==> src/rtl/bidmap_pkg.sv <==
// Shared types and constants for the bidirectional ID remap table.
// Used by bidmap_table and bidirectional_id_remap_table_top; no dependencies.
package bidmap_pkg;

  localparam int CAP   = 64;
  localparam int IDX_W = $clog2(CAP);
  localparam int CNT_W = $clog2(CAP + 1);
  localparam int ID_W  = 31;

  localparam logic [ID_W-1:0] ID_MAX    = 31'h7FFF_FFFF;
  localparam logic [31:0]     ID_MAX_32 = 32'h7FFF_FFFF;

  // operation codes
  localparam logic [2:0] OP_ALLOC      = 3'd0;
  localparam logic [2:0] OP_ADD        = 3'd1;
  localparam logic [2:0] OP_REMOVE     = 3'd2;
  localparam logic [2:0] OP_LOOKUP_FWD = 3'd3;
  localparam logic [2:0] OP_LOOKUP_REV = 3'd4;

  typedef enum logic [3:0] {
    ST_IDLE,
    ST_FSTART,
    ST_FWAIT,
    ST_FEVAL,
    ST_RSTART,
    ST_RWAIT,
    ST_REVAL,
    ST_WRITE,
    ST_DONE
  } state_t;

  // one stored entry
  typedef struct packed {
    logic [ID_W-1:0] key;
    logic [ID_W-1:0] value;
  } tbl_entry_t;

  // outcome of one full scan of a table
  typedef struct packed {
    logic             hit;
    logic [IDX_W-1:0] hit_idx;
    logic [ID_W-1:0]  value;
    logic             free_ok;
    logic [IDX_W-1:0] free_idx;
  } scan_res_t;

  // write or invalidate command to a table
  typedef struct packed {
    logic             wr;
    logic             clr;
    logic [IDX_W-1:0] idx;
    logic [ID_W-1:0]  key;
    logic [ID_W-1:0]  value;
  } tbl_cmd_t;

endpackage

==> src/rtl/bidmap_table.sv <==
// One associative table: entry memory, valid bits and a linear key scan.
// Depends on bidmap_pkg.
module bidmap_table (
  input  logic                   clk,
  input  logic                   rst,
  input  logic                   scan_start,
  input  logic [bidmap_pkg::ID_W-1:0] scan_key,
  output logic                   scan_done,
  output bidmap_pkg::scan_res_t  scan_res,
  input  bidmap_pkg::tbl_cmd_t   cmd
);

  bidmap_pkg::tbl_entry_t mem [bidmap_pkg::CAP];
  bidmap_pkg::tbl_entry_t rd;
  logic [bidmap_pkg::CAP-1:0]   vld;
  logic [bidmap_pkg::IDX_W-1:0] idx;
  logic [bidmap_pkg::IDX_W-1:0] cidx;
  logic                         scanning;
  logic                         pend;
  logic                         last;

  // entry memory: one write port, one registered read port
  always_ff @(posedge clk) begin
    if (cmd.wr) begin
      mem[cmd.idx] <= '{key: cmd.key, value: cmd.value};
    end
    rd <= mem[idx];
  end

  // valid bits
  always_ff @(posedge clk) begin
    if (rst) begin
      vld <= '0;
    end else if (cmd.wr) begin
      vld[cmd.idx] <= 1'b1;
    end else if (cmd.clr) begin
      vld[cmd.idx] <= 1'b0;
    end
  end

  // scan: issue one address per cycle, compare the registered read data in the cycle after
  always_ff @(posedge clk) begin
    if (rst) begin
      scanning  <= 1'b0;
      pend      <= 1'b0;
      scan_done <= 1'b0;
      last      <= 1'b0;
      idx       <= '0;
      cidx      <= '0;
      scan_res  <= '0;
    end else begin
      scan_done <= 1'b0;
      if (scan_start) begin
        scanning         <= 1'b1;
        pend             <= 1'b0;
        idx              <= '0;
        scan_res.hit     <= 1'b0;
        scan_res.free_ok <= 1'b0;
      end else begin
        pend <= scanning;
        if (scanning) begin
          cidx <= idx;
          last <= (idx == bidmap_pkg::IDX_W'(bidmap_pkg::CAP - 1));
          idx  <= idx + 1'b1;
          if (idx == bidmap_pkg::IDX_W'(bidmap_pkg::CAP - 1)) begin
            scanning <= 1'b0;
          end
        end
        if (pend) begin
          if (vld[cidx] && rd.key == scan_key && !scan_res.hit) begin
            scan_res.hit     <= 1'b1;
            scan_res.hit_idx <= cidx;
            scan_res.value   <= rd.value;
          end
          if (!vld[cidx] && !scan_res.free_ok) begin
            scan_res.free_ok  <= 1'b1;
            scan_res.free_idx <= cidx;
          end
          if (last) begin
            scan_done <= 1'b1;
          end
        end
      end
    end
  end

endmodule

==> config.mk <==
export PLATFORM = sky130hd
export DESIGN_NAME = bidmap_table
export DESIGN_NICKNAME = d
export VERILOG_FILES = /design/src/rtl/bidmap_pkg.sv /design/src/rtl/bidmap_table.sv
export SDC_FILE = /design/constraint.sdc
export NUM_CORES = 2
export LEC_CHECK = 0
export ABC_AREA = 1
export BUFFER_PORTS_ARGS = -buffer_cell sky130_fd_sc_hd__buf_4
export CORE_ASPECT_RATIO = 1.25
export CORE_UTILIZATION = 25
export DETAILED_ROUTE_END_ITERATION = 10
export GPL_TIMING_DRIVEN = 0
export PLACE_DENSITY = 0.35
export RECOVER_POWER = 50
export SYNTH_ARGS = -nofsm -noshare
export SYNTH_HDL_FRONTEND = slang
export SYNTH_SLANG_ARGS = --single-unit
==> constraint.sdc <==
create_clock -name clk -period 7.93 [get_ports clk]
set_clock_uncertainty 0.1 [all_clocks]
set_input_delay 1.586 -clock clk [delete_from_list [all_inputs] [get_ports clk]]
set_output_delay 1.586 -clock clk [all_outputs]
set_load 0.05 [all_outputs]
### Yosys cells after proc, flatten, opt, wreduce, memory -nomap -nowiden

Memories as Yosys holds them, arrays and structs flattened. A register that Yosys moved wholly into a read port is not among the register bits.
Index checks and enable logic that the tools add are counted.

| operators by class | value |
|---|---|
| add/sub/neg operators | 1 |
| magnitude comparators | 3 |
| equality and inequality tests | 2 |
| mux-type cells | 12 |
| bitwise logic cells | 5 |
| reduce and logical (&&, ||, !) cells | 15 |

Operators with widths:

| kind | number |
|---|---|
| $mux W64 | 2 |
| $and A64 B64 Y64 | 1 |
| $not A64 Y64 | 1 |
| $or A64 B64 Y64 | 1 |
| $eq A31 B31 Y1 | 1 |
| $lt A6 B7 Y1 const B | 2 |
| $mux W1 | 8 |
| $add A6 B1 Y6 const B | 1 |
| $bmux W1 S6 | 1 |
| $demux W1 S6 | 1 |
| $eq A6 B6 Y1 const B | 1 |
| $ge A6 B1 Y1 const B | 1 |
| $reduce_and A2 Y1 | 3 |
| $reduce_and A3 Y1 | 2 |
| $logic_and A1 B1 Y1 | 4 |
| $logic_not A1 Y1 | 3 |
| $reduce_or A3 Y1 | 1 |
| $not A1 Y1 | 2 |
| $reduce_bool A2 Y1 | 1 |
| $reduce_or A2 Y1 | 1 |

| storage, ports and cells | value |
|---|---|
| register bits | 125 |
| memory bits (writable) | 3968 |
| bits of input ports | 104 |
| output and inout bits | 46 |
| logic and storage cells | 51 |
| memories kept | 1 |

Memories:

| memory | depth | bits a word | rd ports | clocked after memory_dff | wr ports | line | RTL |
|---|---|---|---|---|---|---|---|
| mem | 64 | 62 | 1 | 1 | 1 | bidmap_table.sv:13 | `bidmap_pkg::tbl_entry_t mem [bidmap_pkg::CAP];` |

### Depth between registers and ports, before layout

| logic depth | value |
|---|---|
| depth in word-level cells | 8 |
| mapped depth | 16 |
| mapped depth without buffers | 14 |

### Worst setup path before layout

OpenSTA, ideal clock, no wires.

| path | value |
|---|---|
| path kind | input-to-reg |
| start | in cmd[65] (netlist name) |
| end | mem mem[43][0] (netlist name), enable pin |
| setup time | 561 ps |
| arrival | 6443 ps |
| data required time | 7269 ps |
| slack | 826 ps |
| cell stages on the path | 4 |
| path buffers | 0 |
| cell sequence | inv_1 > nor3_2 > inv_1 > nor3_1 |

RTL lines:

| what | line | RTL |
|---|---|---|
| start, declared | bidmap_table.sv:10 | `input bidmap_pkg::tbl_cmd_t cmd` |
| end, declared | bidmap_table.sv:13 |  |

No word-level cell before the write port.

==> flow_summary.yaml <==
floorplan:
  die_height_um: 900
  dieArea_sq_um: 648000
  starting_density_of_the_core: 0.251
  coreArea_sq_um: 642000
  rows: 329
  die_w_um: 720
  top_level_ports: 150
logic_synthesis:
  syn_nets: 12300
  synthesis.area_per_instance_sq_um: 13.3
  distinct_cell_type_count_after_synthesis: 36
  synth_compound_gate_area_share: 0.119
  share_of_synthesized_area_spent_on_multiplexers: 0
  synth_async_sr_flop_share: 0
  yosys.area_share.simple: 0.0888
  yosys.area_share.adder: 0.0000776
  netlist_instances: 12200
  synth_commonest_cells: "edfxtp_1, nor2_1, o21ai_0"
  ys_ff_latch: 4155
  synthMostInstantiatedCell: "edfxtp_1"
  yosys.area.top_type: "edfxtp_1"
  synth-seq-area-share: 0.762
  synthDominantCellAreaShare: 0.739
  synth_edf_count: 3968
  ys.warnings.count: 0
  syn_std_cell_area_sq_um: 161000
  netlist_top_cells_area: "edfxtp_1, o21ai_0, nor2_1"
  post_synth_xor_area_fraction: 0.000217
  largest_family_of_logic_cells_by_synthesized_area: "compound AO/OA/AOI/OAI gates"
  dominantRegCellSynth: "edfxtp_1"
worst_setup_path:
  r2r_slack_ps: 1500
  setup.worst_path.end_class: "register"
  worst_setup_path_start_kind: "register"
  critical_path_required_ps: 8740
  worst-endpoint-arrival_ps: 7240
  worstPathMaxFanout: 10
  timing.critical_path.from: "idx[1]$_SDFFE_PP0P_"
  critPathKind: "reg -> reg"
  crit-reg2reg-launch: "idx[1]$_SDFFE_PP0P_"
placed_design:
  global_placement_routability_congestion: 0.881
  place_area_sq_um: 180000
  dp.cells: 21100
  dp_hpwl_mm: 625
  buffer_ports.inserted: 149
clocking:
  cts-root-to-sink-buffers: 4
  cts_htree_levels: 5
  cts_hold_buf: 0
  cts_made_buffers: 445
  clkSlewWorstSetupHoldPaths_ps: 70
  root_buffer: "clkbuf_16"
  cts_tree: "built"
  latest_clock_arrival_within_the_worst_skew_pair_ps: 1100
  post-cts-setup-buffer-count: 0
  cts_num_sinks: 4155
  ctsResizeCount: 0
timing:
  timing.final.hold_violations: 0
  setup_viol_count_final: 0
  finalCriticalPeriod_ps: 6430
  portion_of_the_clock_cycle_consumed_by_the_worst_path_in_the_final_layout: 0.811
  fmax_mhz: 155
  final_max_slew_viol_count: 4189
  totalNegativeSetupSlack_ps: 0
  setup_repair_after_global_routing_missed_its_margin: "no"
  worst_tran_pin_value_ps: 5930
  max_slew_margin: -2.95
pwr:
  power.ir.vdd_worst_uv: 174
  leakagePower_nw: 61.6
  cellPowerDensity_nw_per_um2: 252
final_layout:
  finish.cell_count_without_fillers: 22200
  post_synthesis_to_final_layout_area_growth_pct: 20.9
  final_core_util: 0.304
  layout-drive-gt1-share: 0.110
  final_nets: 13200
  finish.instance_area_sq_um: 195000
global_routing:
  grt_pass1_vias: 109000
  maximum_number_of_pins_on_one_net_before_global_route_repair: 65
  grt_antenna_before_repair: 143
  met3_usage: 0.0284
  grtUsageMet2: 0.438
  grt.overflow.total: 0
  gr-max-usage-layer: "met2"
  grt_first_pass_wirelength_mm: 1130
  grtUsageMet1: 0.332
  globalRouteTotalUtil: 0.262
detailed_routing:
  routed_wire_length_per_instance_um: 39.6
  wl_mm: 880
  first_pass_iters: 6
  vias_per_cell: 5.19
  number_of_nets_with_antenna_violations_after_detailed_routing: 0
  initialDrtViolationCount: 14700
  remaining_drc_errors: 0
  route.vias.total: 115000
min_path:
  holdCritPathClass: "reg -> reg"
run_status:
  failed_checks: "capacitance limit, slew limit"
  status: "finished with violations"
flow_run:
  max-cap-violations: 80
layer usage:
metal  vias up  share of wire
li1      47800              -
met1     60900           0.40
met2      5246           0.48
met3      1217          0.059
met4        24          0.067
met5         -        0.00018
cells by family after synthesis:
group                      after synthesis
DFF                                   4155
and+or+nand+nor                       3544
AOI/OAI and AO/OA                     3343
buffers and inverters                 1109
xor gates and xnor gates                 4
adders and majority gates                1
final cells by class:
class	instances	area [sq um]
multi-input combinational	6892	34000
timing repair buffer	488	7210
antenna	279	698
clock buffer	578	12200
tap	8440	10600
fill	65000	447000
clock inverter	256	2640
sequential	4155	123000
inverter	227	862
buffer	882	3910
state kept, by name, indices dropped and copies added, names as in the netlist, named ones only:
name and cells:
mem 3968, rd 62, scan_res 45, cidx 6, idx 6, last 1
pend 1, scan_done 1, scanning 1
critical path: stages (launching register included):
cell      delay [ps]
dfxtp_1          310
buf_2            290
inv_2            730
buf_2            620
clkbuf_1         900
o21ai_0          650
o22ai_1          470
o211ai_1         280
nand4_1          250
nand3_1          880
nand3_1          680
through the flow:
step | setup WS [ps] | hold slack [ps] | power (mW)
3_3_place_gp | -11600 | 356 | 27.5
4_1_cts | 1700 | 368 | 49.2
3_5_place_dp | 1720 | 358 | 27.6
6_report | 1500 | 369 | 49.1
2_1_floorplan | 826 | 312 | 25.6
5_1_grt | 1760 | 387 | 50.0
cell usage in the layout (no fill, tap or decap), types with 7 or more instances in the layout:
master      synthesis  final
clkbuf_1          568    708
clkinv_2            0     92
buf_6              21     73
clkbuf_16           0    455
o22ai_1           610    609
buf_16              0     36
bufinv_16           0     46
o221ai_1          386    386
dfxtp_1           187    187
clkinvlp_4          0      7
a21oi_1           202    196
o211ai_1          110    110
inv_2              18     17
buf_1              40     31
inv_1             204    205
clkinv_8            0     10
o21ai_0          2019   2019
nand3_1           548    548
edfxtp_1         3968   3968
buf_4              32    118
nor2_4              0     45
clkinv_1            2     81
buf_2             221    225
clkbuf_8            0     30
clkbuf_2            0     32
nor3_1             21     18
nor3_2              5      8
nand2_1           713    713
nor2_1           2164   2116
inv_6               1     10
buf_8               0     12
buf_12              0    226
nand4_1            86     86
diode_2             0    279
report_power, final:
| part | total, mW | switching, mW | leakage (nW) | internal [mW] |
|---|---|---|---|---|
| clock network | 21.9 | 9.60 | 7.29 | 12.3 |
| logic | 2.88 | 2.41 | 17.1 | 0.468 |
| registers | 24.3 | 0.0452 | 37.2 | 24.3 |
worst paths after layout:
kind	to	cells past startpoint
worst max-delay path	rd[2]$_DFF_P_	10
worst min-delay path	register	2
worst max register to register	rd[2]$_DFF_P_	10
worst min register to register	register	2
(Power assumes the default switching activity.)
